<file path="config.mk">
export PLATFORM = sky130hd
export DESIGN_NAME = integer_to_ascii_formatter_core
export DESIGN_NICKNAME = d
export VERILOG_FILES = /design/src/hw/rtl/iaf_pkg.sv /design/src/hw/rtl/integer_to_ascii_formatter_core.sv
export VERILOG_INCLUDE_DIRS = /design/src /design/src/hw/rtl
export SDC_FILE = /design/constraint.sdc
export NUM_CORES = 1
export LEC_CHECK = 0
export BUFFER_PORTS_ARGS = -buffer_cell sky130_fd_sc_hd__buf_2
export CORE_AREA = 2 2 147 149
export CTS_CLUSTER_DIAMETER = 200
export CTS_CLUSTER_SIZE = 10
export DETAILED_ROUTE_END_ITERATION = 10
export DIE_AREA = 0 0 149 151
export PLACE_DENSITY = 0.61
export SLEW_MARGIN = 20
export SYNTH_ARGS = -nofsm -noshare
export SYNTH_HDL_FRONTEND = slang
export SYNTH_SLANG_ARGS = --single-unit
</file>
<file path="constraint.sdc">
create_clock -name clock -period 6.95 [get_ports clock]
set_clock_uncertainty 0.15 [all_clocks]
set_input_delay 1.39 -clock clock [delete_from_list [all_inputs] [get_ports clock]]
set_output_delay 1.39 -clock clock [all_outputs]
set_load 0.01 [all_outputs]
</file>
<file path="src/hw/rtl/integer_to_ascii_formatter_core_macros.svh">
// Assertion macros for the integer-to-ASCII formatter.
// No dependencies; included by the top level.
`ifndef INTEGER_TO_ASCII_FORMATTER_CORE_MACROS_SVH
`define INTEGER_TO_ASCII_FORMATTER_CORE_MACROS_SVH

// Same-cycle implication.
`define IAF_ASSERT_NOW(label, clk, rst, cond, expr, msg) \
   label: assert property (@(posedge clk) disable iff (rst) (cond) |-> (expr)) \
      else $error(msg);

// Next-cycle implication.
`define IAF_ASSERT_NEXT(label, clk, rst, cond, expr, msg) \
   label: assert property (@(posedge clk) disable iff (rst) (cond) |=> (expr)) \
      else $error(msg);

`endif

</file>
<file path="src/hw/rtl/iaf_pkg.sv">
// Package for the integer-to-ASCII formatter: sizes, radix codes, ASCII
// constants, digit table and the sequencer state type. No dependencies.
`default_nettype none

package iaf_pkg;

   localparam int MAX_FIELD   = 60;   // width and precision saturate here
   localparam int VALUE_BITS  = 32;
   localparam int DIGIT_SLOTS = 12;   // nibble slots in the digit register
   localparam int OCT_DIGITS  = 11;   // octal digits of a 32-bit value

   localparam logic [1:0] RADIX_OCT = 2'd0;
   localparam logic [1:0] RADIX_DEC = 2'd1;

   localparam logic [7:0] ASCII_SPACE = 8'h20;
   localparam logic [7:0] ASCII_ZERO  = 8'h30;
   localparam logic [7:0] ASCII_X     = 8'h58;
   localparam logic [7:0] ASCII_MINUS = 8'h2D;
   localparam logic [7:0] ASCII_PLUS  = 8'h2B;
   localparam logic [7:0] CASE_BIT    = 8'h20;

   localparam logic [7:0] DIGIT_CHARS [16] = '{
      8'h30, 8'h31, 8'h32, 8'h33, 8'h34, 8'h35, 8'h36, 8'h37,
      8'h38, 8'h39, 8'h41, 8'h42, 8'h43, 8'h44, 8'h45, 8'h46
   };

   typedef enum logic [3:0] {
      ST_IDLE,
      ST_CONVERT,
      ST_NORM,
      ST_LAYOUT,
      ST_LEAD,
      ST_SIGN,
      ST_PFX0,
      ST_PFXX,
      ST_ZERO,
      ST_PREC,
      ST_DIGIT,
      ST_TRAIL
   } state_type;

endpackage

`default_nettype wire

</file>
<file path="src/hw/rtl/integer_to_ascii_formatter_core.sv">
// Integer-to-ASCII formatter top level: digit conversion and character sequencer.
// Depends on iaf_pkg and integer_to_ascii_formatter_core_macros.svh.
//
//   channel   ports                           handshake
//   -------   -----------------------------   ------------------------------------
//   request   req_* fields                    taken when start && !busy
//   result    rsp_char_code, rsp_last         one cycle, rsp_valid strobe, no stall
//
// Steps per word: load, bit-serial double-dabble BCD conversion (decimal only),
// normalize (leading zero digits dropped), layout, then lead pad, 3 sign/prefix
// slots used or not, zero pad, precision zeros, digits and trail pad; each empty
// pad phase (2 to 4) is still visited. One character per cycle while a phase emits.
// Synchronous active-high reset returns the sequencer to idle and drops the strobe.
// No stall on the result side; busy stays high until the last character is on the ports.
`default_nettype none

`include "integer_to_ascii_formatter_core_macros.svh"

module integer_to_ascii_formatter_core
   import iaf_pkg::*;
(
   input  wire logic                  clock,
   input  wire logic                  reset,
   input  wire logic                  start,
   output      logic                  busy,
   input  wire logic [VALUE_BITS-1:0] req_value,
   input  wire logic [1:0]            req_radix_select,
   input  wire logic [5:0]            req_field_width,
   input  wire logic [5:0]            req_min_digits,
   input  wire logic                  req_zero_pad,
   input  wire logic                  req_signed_mode,
   input  wire logic                  req_show_plus,
   input  wire logic                  req_space_sign,
   input  wire logic                  req_left_justify,
   input  wire logic                  req_lower_case,
   input  wire logic                  req_alt_prefix,
   output      logic                  rsp_valid,
   output      logic [7:0]            rsp_char_code,
   output      logic                  rsp_last
);

   localparam int         DigW     = DIGIT_SLOTS * 4;
   localparam logic [5:0] MaxField = 6'(MAX_FIELD);

   state_type state_ff, state_in;

   // digit register: nibble slots, slot 0 is the least significant digit
   logic [DigW-1:0]       digit_ff, digit_in;
   logic [VALUE_BITS-1:0] bin_ff, bin_in;       // magnitude shifted out MSB first
   logic [4:0]            bit_cnt_ff, bit_cnt_in;
   logic [3:0]            nd_ff, nd_in;         // digits left to show
   logic [5:0]            width_ff, width_in;
   logic [5:0]            prec_ff, prec_in;
   logic [5:0]            rest_ff, rest_in;     // padding characters left
   logic [5:0]            precz_ff, precz_in;   // precision zeros left
   logic [5:0]            remain_ff, remain_in; // characters left in this word
   logic                  sign_en_ff, sign_en_in;
   logic [7:0]            sign_char_ff, sign_char_in;
   logic                  pfx0_ff, pfx0_in;
   logic                  pfxx_ff, pfxx_in;
   logic                  zpad_ff, zpad_in;
   logic                  left_ff, left_in;
   logic                  lc_ff, lc_in;

   logic                  rsp_valid_ff;
   logic [7:0]            rsp_char_ff;
   logic                  rsp_last_ff;

   logic                  emit;
   logic [7:0]            emit_char;

   // request decode
   logic                  neg;
   logic [VALUE_BITS-1:0] mag;
   logic [VALUE_BITS:0]   oct_ext;
   logic [DigW-1:0]       oct_nibbles;
   logic [DigW-1:0]       dd_adj;

   // layout arithmetic
   logic [5:0]            prec_eff;
   logic [6:0]            used;
   logic                  width_wins;
   logic [5:0]            rest_calc;
   logic [5:0]            total_calc;

   // per-phase padding counts; only one of the three is ever nonzero
   logic [5:0]            lead_cnt, zero_cnt, trail_cnt;
   logic [3:0]            top_nib;
   logic [7:0]            case_mask;

   assign busy      = (state_ff != ST_IDLE);
   assign top_nib   = digit_ff[DigW-1 -: 4];
   assign case_mask = lc_ff ? CASE_BIT : 8'h00;

   assign lead_cnt  = (!zpad_ff && !left_ff) ? rest_ff : 6'd0;
   assign zero_cnt  = zpad_ff ? rest_ff : 6'd0;
   assign trail_cnt = left_ff ? rest_ff : 6'd0;

   // two's complement magnitude; the most negative value maps to itself
   assign neg     = req_signed_mode & req_value[VALUE_BITS-1];
   assign mag     = neg ? (VALUE_BITS'(0) - req_value) : req_value;
   assign oct_ext = {1'b0, mag};

   // octal digits are 3-bit groups, widened to nibble slots
   always_comb begin
      oct_nibbles = '0;
      for (int k = 0; k < OCT_DIGITS; k++) begin
         oct_nibbles[4*k +: 4] = {1'b0, oct_ext[3*k +: 3]};
      end
   end

   // double-dabble add-3 on every BCD slot before the shift
   always_comb begin
      logic [3:0] nib;
      dd_adj = '0;
      for (int k = 0; k < DIGIT_SLOTS; k++) begin
         nib = digit_ff[4*k +: 4];
         dd_adj[4*k +: 4] = (nib >= 4'd5) ? (nib + 4'd3) : nib;
      end
   end

   // rest = width - sign - prefix - max(precision, nd), floored at zero
   assign prec_eff   = (prec_ff > {2'b00, nd_ff}) ? prec_ff : {2'b00, nd_ff};
   assign used       = 7'(sign_en_ff) + 7'(pfx0_ff) + 7'(pfxx_ff) + {1'b0, prec_eff};
   assign width_wins = ({1'b0, width_ff} > used);
   assign rest_calc  = width_wins ? 6'({1'b0, width_ff} - used) : 6'd0;
   assign total_calc = width_wins ? width_ff : used[5:0];

   // next state
   always_comb begin
      state_in = state_ff;
      case (state_ff)
         ST_IDLE: begin
            if (start) begin
               state_in = (req_radix_select == RADIX_DEC) ? ST_CONVERT : ST_NORM;
            end
         end
         ST_CONVERT: begin
            if (bit_cnt_ff == 5'd0) begin
               state_in = ST_NORM;
            end
         end
         ST_NORM: begin
            if (!(top_nib == 4'd0 && nd_ff > 4'd1)) begin
               state_in = ST_LAYOUT;
            end
         end
         ST_LAYOUT: state_in = ST_LEAD;
         ST_LEAD: begin
            if (lead_cnt <= 6'd1) begin
               state_in = ST_SIGN;
            end
         end
         ST_SIGN: state_in = ST_PFX0;
         ST_PFX0: state_in = ST_PFXX;
         ST_PFXX: state_in = ST_ZERO;
         ST_ZERO: begin
            if (zero_cnt <= 6'd1) begin
               state_in = ST_PREC;
            end
         end
         ST_PREC: begin
            if (precz_ff <= 6'd1) begin
               state_in = ST_DIGIT;
            end
         end
         ST_DIGIT: begin
            if (nd_ff <= 4'd1) begin
               state_in = ST_TRAIL;
            end
         end
         ST_TRAIL: begin
            if (trail_cnt <= 6'd1) begin
               state_in = ST_IDLE;
            end
         end
         default: state_in = ST_IDLE;
      endcase
   end

   // datapath and character selection
   always_comb begin
      digit_in     = digit_ff;
      bin_in       = bin_ff;
      bit_cnt_in   = bit_cnt_ff;
      nd_in        = nd_ff;
      width_in     = width_ff;
      prec_in      = prec_ff;
      rest_in      = rest_ff;
      precz_in     = precz_ff;
      remain_in    = remain_ff;
      sign_en_in   = sign_en_ff;
      sign_char_in = sign_char_ff;
      pfx0_in      = pfx0_ff;
      pfxx_in      = pfxx_ff;
      zpad_in      = zpad_ff;
      left_in      = left_ff;
      lc_in        = lc_ff;
      emit         = 1'b0;
      emit_char    = ASCII_SPACE;

      case (state_ff)
         ST_IDLE: begin
            if (start) begin
               if (req_radix_select[1]) begin
                  digit_in = {{(DigW-VALUE_BITS){1'b0}}, mag};
               end else if (req_radix_select == RADIX_OCT) begin
                  digit_in = oct_nibbles;
               end else begin
                  digit_in = '0;
               end
               bin_in       = mag;
               bit_cnt_in   = 5'(VALUE_BITS - 1);
               nd_in        = 4'(DIGIT_SLOTS);
               width_in     = (req_field_width > MaxField) ? MaxField : req_field_width;
               prec_in      = (req_min_digits > MaxField) ? MaxField : req_min_digits;
               zpad_in      = req_zero_pad & ~req_left_justify;
               left_in      = req_left_justify;
               lc_in        = req_lower_case;
               sign_en_in   = neg | (req_signed_mode & (req_show_plus | req_space_sign));
               sign_char_in = neg ? ASCII_MINUS : (req_show_plus ? ASCII_PLUS : ASCII_SPACE);
               pfx0_in      = req_alt_prefix &
                              ((req_radix_select == RADIX_OCT) || req_radix_select[1]);
               pfxx_in      = req_alt_prefix & req_radix_select[1];
            end
         end
         ST_CONVERT: begin
            digit_in   = {dd_adj[DigW-2:0], bin_ff[VALUE_BITS-1]};
            bin_in     = {bin_ff[VALUE_BITS-2:0], 1'b0};
            bit_cnt_in = bit_cnt_ff - 5'd1;
         end
         ST_NORM: begin
            // drop leading zero digits, keep at least one
            if (top_nib == 4'd0 && nd_ff > 4'd1) begin
               digit_in = {digit_ff[DigW-5:0], 4'd0};
               nd_in    = nd_ff - 4'd1;
            end
         end
         ST_LAYOUT: begin
            rest_in   = rest_calc;
            precz_in  = prec_eff - {2'b00, nd_ff};
            remain_in = total_calc;
         end
         ST_LEAD: begin
            if (lead_cnt != 6'd0) begin
               emit      = 1'b1;
               emit_char = ASCII_SPACE;
               rest_in   = rest_ff - 6'd1;
            end
         end
         ST_SIGN: begin
            if (sign_en_ff) begin
               emit      = 1'b1;
               emit_char = sign_char_ff;
            end
         end
         ST_PFX0: begin
            if (pfx0_ff) begin
               emit      = 1'b1;
               emit_char = ASCII_ZERO;
            end
         end
         ST_PFXX: begin
            if (pfxx_ff) begin
               emit      = 1'b1;
               emit_char = ASCII_X | case_mask;
            end
         end
         ST_ZERO: begin
            if (zero_cnt != 6'd0) begin
               emit      = 1'b1;
               emit_char = ASCII_ZERO;
               rest_in   = rest_ff - 6'd1;
            end
         end
         ST_PREC: begin
            if (precz_ff != 6'd0) begin
               emit      = 1'b1;
               emit_char = ASCII_ZERO;
               precz_in  = precz_ff - 6'd1;
            end
         end
         ST_DIGIT: begin
            emit      = 1'b1;
            emit_char = DIGIT_CHARS[top_nib] | case_mask;
            digit_in  = {digit_ff[DigW-5:0], 4'd0};
            nd_in     = nd_ff - 4'd1;
         end
         ST_TRAIL: begin
            if (trail_cnt != 6'd0) begin
               emit      = 1'b1;
               emit_char = ASCII_SPACE;
               rest_in   = rest_ff - 6'd1;
            end
         end
         default: begin
            emit = 1'b0;
         end
      endcase

      if (emit) begin
         remain_in = remain_ff - 6'd1;
      end
   end

   always_ff @(posedge clock) begin
      if (reset) begin
         state_ff     <= ST_IDLE;
         rsp_valid_ff <= 1'b0;
      end else begin
         state_ff     <= state_in;
         rsp_valid_ff <= emit;
      end
   end

   always_ff @(posedge clock) begin
      digit_ff     <= digit_in;
      bin_ff       <= bin_in;
      bit_cnt_ff   <= bit_cnt_in;
      nd_ff        <= nd_in;
      width_ff     <= width_in;
      prec_ff      <= prec_in;
      rest_ff      <= rest_in;
      precz_ff     <= precz_in;
      remain_ff    <= remain_in;
      sign_en_ff   <= sign_en_in;
      sign_char_ff <= sign_char_in;
      pfx0_ff      <= pfx0_in;
      pfxx_ff      <= pfxx_in;
      zpad_ff      <= zpad_in;
      left_ff      <= left_in;
      lc_ff        <= lc_in;
      rsp_char_ff  <= emit_char;
      rsp_last_ff  <= (remain_ff == 6'd1);
   end

   assign rsp_valid     = rsp_valid_ff;
   assign rsp_char_code = rsp_char_ff;
   assign rsp_last      = rsp_last_ff;

   // checks
   `IAF_ASSERT_NEXT(a_accept_busy, clock, reset, start && !busy, busy, "accept did not raise busy")
   `IAF_ASSERT_NEXT(a_last_gap, clock, reset, rsp_valid && rsp_last, !rsp_valid, "char after last")
   `IAF_ASSERT_NOW(a_idle_last, clock, reset, rsp_valid && !busy, rsp_last, "idle before last")
   `IAF_ASSERT_NOW(a_digit_cnt, clock, reset, state_ff == ST_DIGIT, nd_ff != 4'd0, "no digit left")

endmodule

`default_nettype wire

</file>
**Word level (Yosys, flattened, before mapping)**

Memory sizes are Yosys's and may differ from the RTL's.
Cells that the tools add are included.

- Register bits after elaboration: 147
- ROM bits: 128
- Input port bits: 56
- Output and inout port bits: 11
- Word-level logic and storage cells: 197
- Memories kept: 1

Memory list:

| memory | words | width | read ports | clocked after memory_dff | wr ports | RTL line | RTL |
|---|---|---|---|---|---|---|---|
| (no name shown) | 16 | 8 | 1 | 0 | 0 | integer_to_ascii_formatter_core.sv:285 | `emit_char = DIGIT_CHARS[top_nib] \| case_mask;` |

- Add/sub/neg operators: 23
- Magnitude comparators: 23
- Eq/ne operators: 26
- Muxes and demuxes: 67
- Bitwise gates (word level): 10
- Reduce and logical (&&, ||, !) cells: 27

Operators with widths:

| cell | count |
|---|---|
| $pmux 48 s4 | 1 |
| $mux 48 | 2 |
| $mux 4 | 22 |
| $mux 42 | 2 |
| $mux 6 | 13 |
| $mux 32 | 2 |
| $pmux 32 s2 | 1 |
| $ge 4x3->1 const B | 12 |
| $pmux 4 s12 | 1 |
| $pmux 8 s6 | 1 |
| $add 4x2->4 const B | 11 |
| $sub 1x32->32 const A | 1 |
| $ne 2x2->1 const B | 13 |
| $le 6x1->1 const B | 4 |
| $mux 8 | 3 |
| $pmux 6 s4 | 1 |
| $reduce_bool 6->1 | 4 |
| $mux 5 | 4 |
| $sub 6x1->6 const B | 3 |
| $eq 4x3->1 const B | 4 |
| $eq 4x4->1 const B | 4 |
| $gt 6x6->1 const B | 2 |
| $pmux 4 s3 | 1 |
| $pmux 6 s2 | 1 |
| 41 further kinds | 63 |

**Longest topological paths before layout**

- Word-level depth: 7
- Mapped depth: 20
- Mapped depth without buffers: 20

**Worst setup path after synthesis**

Ideal clock, no wire load.

- Kind: reg-to-reg
- Start point: register nd_ff[3]
- End point: register rest_ff[5], data pin
- Library setup time: 0.256 ns
- Arrival time: 4.446 ns
- Required time: 6.544 ns
- Path slack: 2.098 ns
- Stages on the path, launching flop included: 20
- Path buffers: 0
- Clock period less this slack: 4.852 ns
- Path through: edfxtp_1 -> clkinv_2 -> ha_1 -> and2_1 -> nor3_2 -> a22oi_1 -> a21oi_1 -> inv_1 -> fa_1 -> ha_1 -> fa_1 -> inv_1 -> ha_1 -> nor2b_1 -> o21ai_0 -> nand2b_1 -> maj3_2 -> maj3_2 -> xor2_1 -> a41o_1

- Cells in the longest elaborated chain, start to end: 6
- Elaborated cells on any way between the ends: 7
- Classes of those cells: add/sub: 2; order compare: 2; mux: 3

Ends and longest elaborated chain:

| element | RTL line | RTL |
|---|---|---|
| from (decl) | integer_to_ascii_formatter_core.sv:51 | `logic [3:0] nd_ff, nd_in;` |
| from (signal assigned) | integer_to_ascii_formatter_core.sv:320 | `nd_ff <= nd_in;` |
| $gt 6x4->1 | integer_to_ascii_formatter_core.sv:123 | `assign prec_eff = (prec_ff > {2'b00, nd_ff}) ? prec_ff : {2'b00, nd_ff};` |
| $mux 6 (*) | integer_to_ascii_formatter_core.sv:123 |  |
| $add 3x6->7 (*) | integer_to_ascii_formatter_core.sv:124 | `assign used = 7'(sign_en_ff) + 7'(pfx0_ff) + 7'(pfxx_ff) + {1'b0, prec_eff};` |
| $sub 6x6->6 / $gt 6x7->1 (equally long branches) | integer_to_ascii_formatter_core.sv:126, integer_to_ascii_formatter_core.sv:125 |  |
| $mux 6 (*) | integer_to_ascii_formatter_core.sv:126 | `assign rest_calc = width_wins ? 6'({1'b0, width_ff} - used) : 6'd0;` |
| $pmux 6 s4 (*) | integer_to_ascii_formatter_core.sv:202 | `case (state_ff)` |
| via rest_in[5] | integer_to_ascii_formatter_core.sv:54 | `logic [5:0] rest_ff, rest_in;` |
| to (signal assigned) | integer_to_ascii_formatter_core.sv:323 | `rest_ff <= rest_in;` |
| to (decl) | integer_to_ascii_formatter_core.sv:54 |  |

The timed path passes the listed nets; every way through them passes the cells marked *.
A chain may end at the register's enable or synchronous reset.

**Worst setup path after layout**

Same ends and word-level chain as after synthesis.

==> results.toml <==
[clock_tree]
cts_tree = "built"
postCtsResizedCells = 0
postCtsSetupRepairBufs = 0
root_buffer = "clkbuf_16"
clockBufferDepth = 2
clk_pin_slew_ps = 60
clk_latency_ps = 420
h-tree-depth = 4
cts_sinks = 141
hold_buffers = 0
cts_buffers = 17

[timing]
clock.fmax_mhz = 190
rsz0062_at_grt = "false"
fin_crit_ps = 5250
setup_viol = 0
hold_violations = 0
max_slew_margin_pct = 35.2
finalSetupTns_ps = 0
fin_crit_sh_pct = 75.6
timing.hold.ws_ps = 314
maxSlewViolCount = 0
worstMarginPinSlew_ps = 971

[critical_path]
required_ps = 6980
reg2reg_depth = 19
crit_top_cell = "ha_1"
critPathMaxStageDelay_ps = 570
critPathSlowestCell = "fa_1"
cp-end-kind = "flop"
worstSetupStartpointType = "flop"
cp-endpoint = "rest_ff[5]$_DFFE_PP_"
crit_chain = "clkinv_2 -> ha_1 -> and2_1 -> nor3_2 -> a22oi_1 -> a21oi_1 -> inv_1 -> fa_1 -> ha_1 -> fa_1 -> inv_1 -> ha_1 -> nor2b_1 -> o21ai_0 -> nand2b_1 -> maj3_2 -> maj3_2 -> xor2_1 -> a41o_1"
worstPathArrival_ps = 5280
critPathKind = "flop to flop"
rrSetupSlack_ps = 1700
crit_fanout = 5
r2r_start = "nd_ff[3]$_SDFFCE_PP1P_"
crit_start = "nd_ff[3]$_SDFFCE_PP1P_"
r2r_end = "rest_ff[5]$_DFFE_PP_"

[detailed_routing]
vias = 7403
drtPass1Iterations = 5
drt-initial-drc-count = 578
via_per_inst = 5.68
drt-total-wl_microns = 22500
drc = 0
ant_nets = 0
wl_per_cell_microns = 17.2

[placed_design]
dp.cells = 1272
port_buffers = 65
routabilityCongestion = 0.828
dp_hpwl_microns = 15800

[floorplan]
die_area_sq_um = 22500
fp.dieH_microns = 151
start_util_pct = 44.7
rows = 53
die_x_microns = 149
coreArea_sq_um = 20800
num_io_pins = 67

[global_routing]
grt_max_degree = 63
met3_usage_pct = 3.55
met2_usage_pct = 34.1
grtUsageMet1_pct = 28.6
grt_usage_pct = 20.6
grt_pass1_vias = 6950
grt_pass1_wl_microns = 36400
grt-ovfl-total = 0
grt-busiest-layer = "met2"
antenna_found_initial = 0

[layout]
diodes = 0
fin_cells = 1304
multi_input_area_sq_um = 4800
nets = 1129
num-fill-cells = 1957
area_delta_synth_final_pct = 12.3
drive_gt1_share_pct = 12.1
regArea_sq_um = 4100
final_core_util_pct = 50.2

[synth]
seq_area_frac_synth_pct = 44.1
synth_area_leaders = "edfxtp_1, ha_1, a21oi_1"
synth-main-ff-cell = "edfxtp_1"
synth_nets = 1087
netlist_instances = 974
synth_area_per_cell_sq_um = 9.56
ys_ff_latch = 141
yosysTopAreaCell = "edfxtp_1"
synth.distinct_cells = 73
synth_top_area_share_pct = 41.3
syn_area_sq_um = 9310
synth_warnings = 0
synthArstFlopShare_pct = 0
synth_edf_count = 128

[pwr]
leakage_nw = 3.98
combPwrFrac_pct = 46.1
power.share.clock_pct = 19.1
ir_worst_vdd_mv = 0.300
p_seq_share_pct = 34.7
p_total_mw = 5.10
p_int_mw = 3.00
switchingPower_mw = 2.10
pwr_density_cell_nw_per_um2 = 488
swShare_pct = 41.1

[min_path]
hold_path_class = "flop to flop"

[status]
status = "finished, final reports clean"

[job]
drv_cap = 0
[layer usage]
layer / wire length (microns) / up-vias
met5: 0 / -
met1: 10900 / 3552
li1: - / 3648
met4: 167 / 0
met2: 10500 / 190
met3: 960 / 13
[critical path: cells and delay by family, from the launching register on]
| kind | cells | cell delay (ps) |
|---|---|---|
| AOI/OAI and AO/OA | 4 | 790 |
| xor gates and xnor gates | 1 | 150 |
| adders and majority gates | 7 | 2550 |
| buffers and inverters | 3 | 240 |
| DFF | 1 | 410 |
| and+or+nand+nor | 4 | 710 |
[flip-flops by register name, summed over array words and instances (netlist names), 5 cells and up]
register	flops
width_ff	6
precz_ff	6
bit_cnt_ff	5
digit_ff	48
rsp_char_code	7
prec_ff	6
bin_ff	32
rest_ff	6
remain_ff	6
[synthesized netlist by cell type, types with 8 or more instances]
| library cell | count |
|---|---|
| a21o_1 | 9 |
| a21oi_1 | 89 |
| a22oi_1 | 22 |
| and2_1 | 14 |
| buf_1 | 8 |
| clkbuf_1 | 36 |
| dfxtp_1 | 13 |
| edfxtp_1 | 128 |
| ha_1 | 53 |
| inv_1 | 54 |
| mux2i_1 | 9 |
| nand2_1 | 82 |
| nand2b_1 | 17 |
| nand3_1 | 13 |
| nand4_1 | 8 |
| nor2_1 | 101 |
| nor2b_1 | 8 |
| nor3_1 | 18 |
| nor3b_1 | 16 |
| o21ai_0 | 71 |
| o221ai_1 | 22 |
| o22ai_1 | 8 |
| xnor2_1 | 44 |
| xor2_1 | 27 |
[final cells by class]
| type | count | share of cell area, % |
|---|---|---|
| Tap cell | 275 | 3.29 |
| Timing Repair Buffer | 73 | 3.68 |
| Clock inverter | 14 | 1.85 |
| Clock buffer | 18 | 4.10 |
| Sequential cell | 141 | 39.2 |
| Multi-Input combinational cell | 728 | 45.8 |
| Inverter | 55 | 1.99 |
[stage by stage]
stage | cell area [sq um] | setup WS (ps)
2_1_floorplan | 9310 | 2100
3_3_place_gp | 9840 | 1850
3_5_place_dp | 9840 | 1760
4_1_cts | 10500 | 1730
5_1_grt | 10500 | 1420
6_report | 10500 | 1700
[cells by family after synthesis]
logic type | Yosys count | synth area share (%)
AOI/OAI and AO/OA | 278 | 19.0
xor gates and xnor gates | 73 | 7.23
adders and majority gates | 59 | 8.22
buffers and inverters | 105 | 4.57
DFF | 141 | 44.1
muxes | 10 | 1.09
other | 1 | 0.0403
and+or+nand+nor | 307 | 15.8
[how the worst min path moves through the flow]
stage	cells past startpoint	endpoint	slack, ps	startpoint
finish	1	rsp_last$_DFF_P_	310	remain_ff[5]$_DFFE_PP_
global route	1	rsp_last$_DFF_P_	340	remain_ff[5]$_DFFE_PP_
CTS	1	rsp_char_code[5]$_DFF_P_	320	lc_ff$_DFFE_PP_
detailed placement	1	rsp_char_code[5]$_DFF_P_	290	lc_ff$_DFFE_PP_
global placement	1	rsp_char_code[5]$_DFF_P_	300	lc_ff$_DFFE_PP_
floorplan	1	rsp_char_code[5]$_DFF_P_	250	lc_ff$_DFFE_PP_
[placed cells by master (no fill, tap or decap), drive strengths merged, types with 6 or more instances in the layout]
cell	count
nor2b	8
a21oi	90
nand2	82
clkbuf	18
xnor2	45
and2	15
o22ai	8
nor4	6
clkinv	6
mux2i	9
edfxtp	128
nand4	8
nand2b	17
nor3	19
xor2	27
o31ai	8
nor3b	16
inv	55
nand3	13
ha	53
buf	73
dfxtp	13
or3	7
nor2	101
o221ai	22
a22oi	22
a21o	9
o21ai	76
[power by group through the flow]
stage | clock network (mW) | registers, mW | logic [mW]
2_1_floorplan | 0 | 1.68 | 1.83
3_3_place_gp | 0 | 1.78 | 2.30
3_5_place_dp | 0 | 1.78 | 2.33
4_1_cts | 0.989 | 1.77 | 2.35
5_1_grt | 1.02 | 1.82 | 2.66
6_report | 0.976 | 1.77 | 2.35
Power figures use the tool's default switching activity.
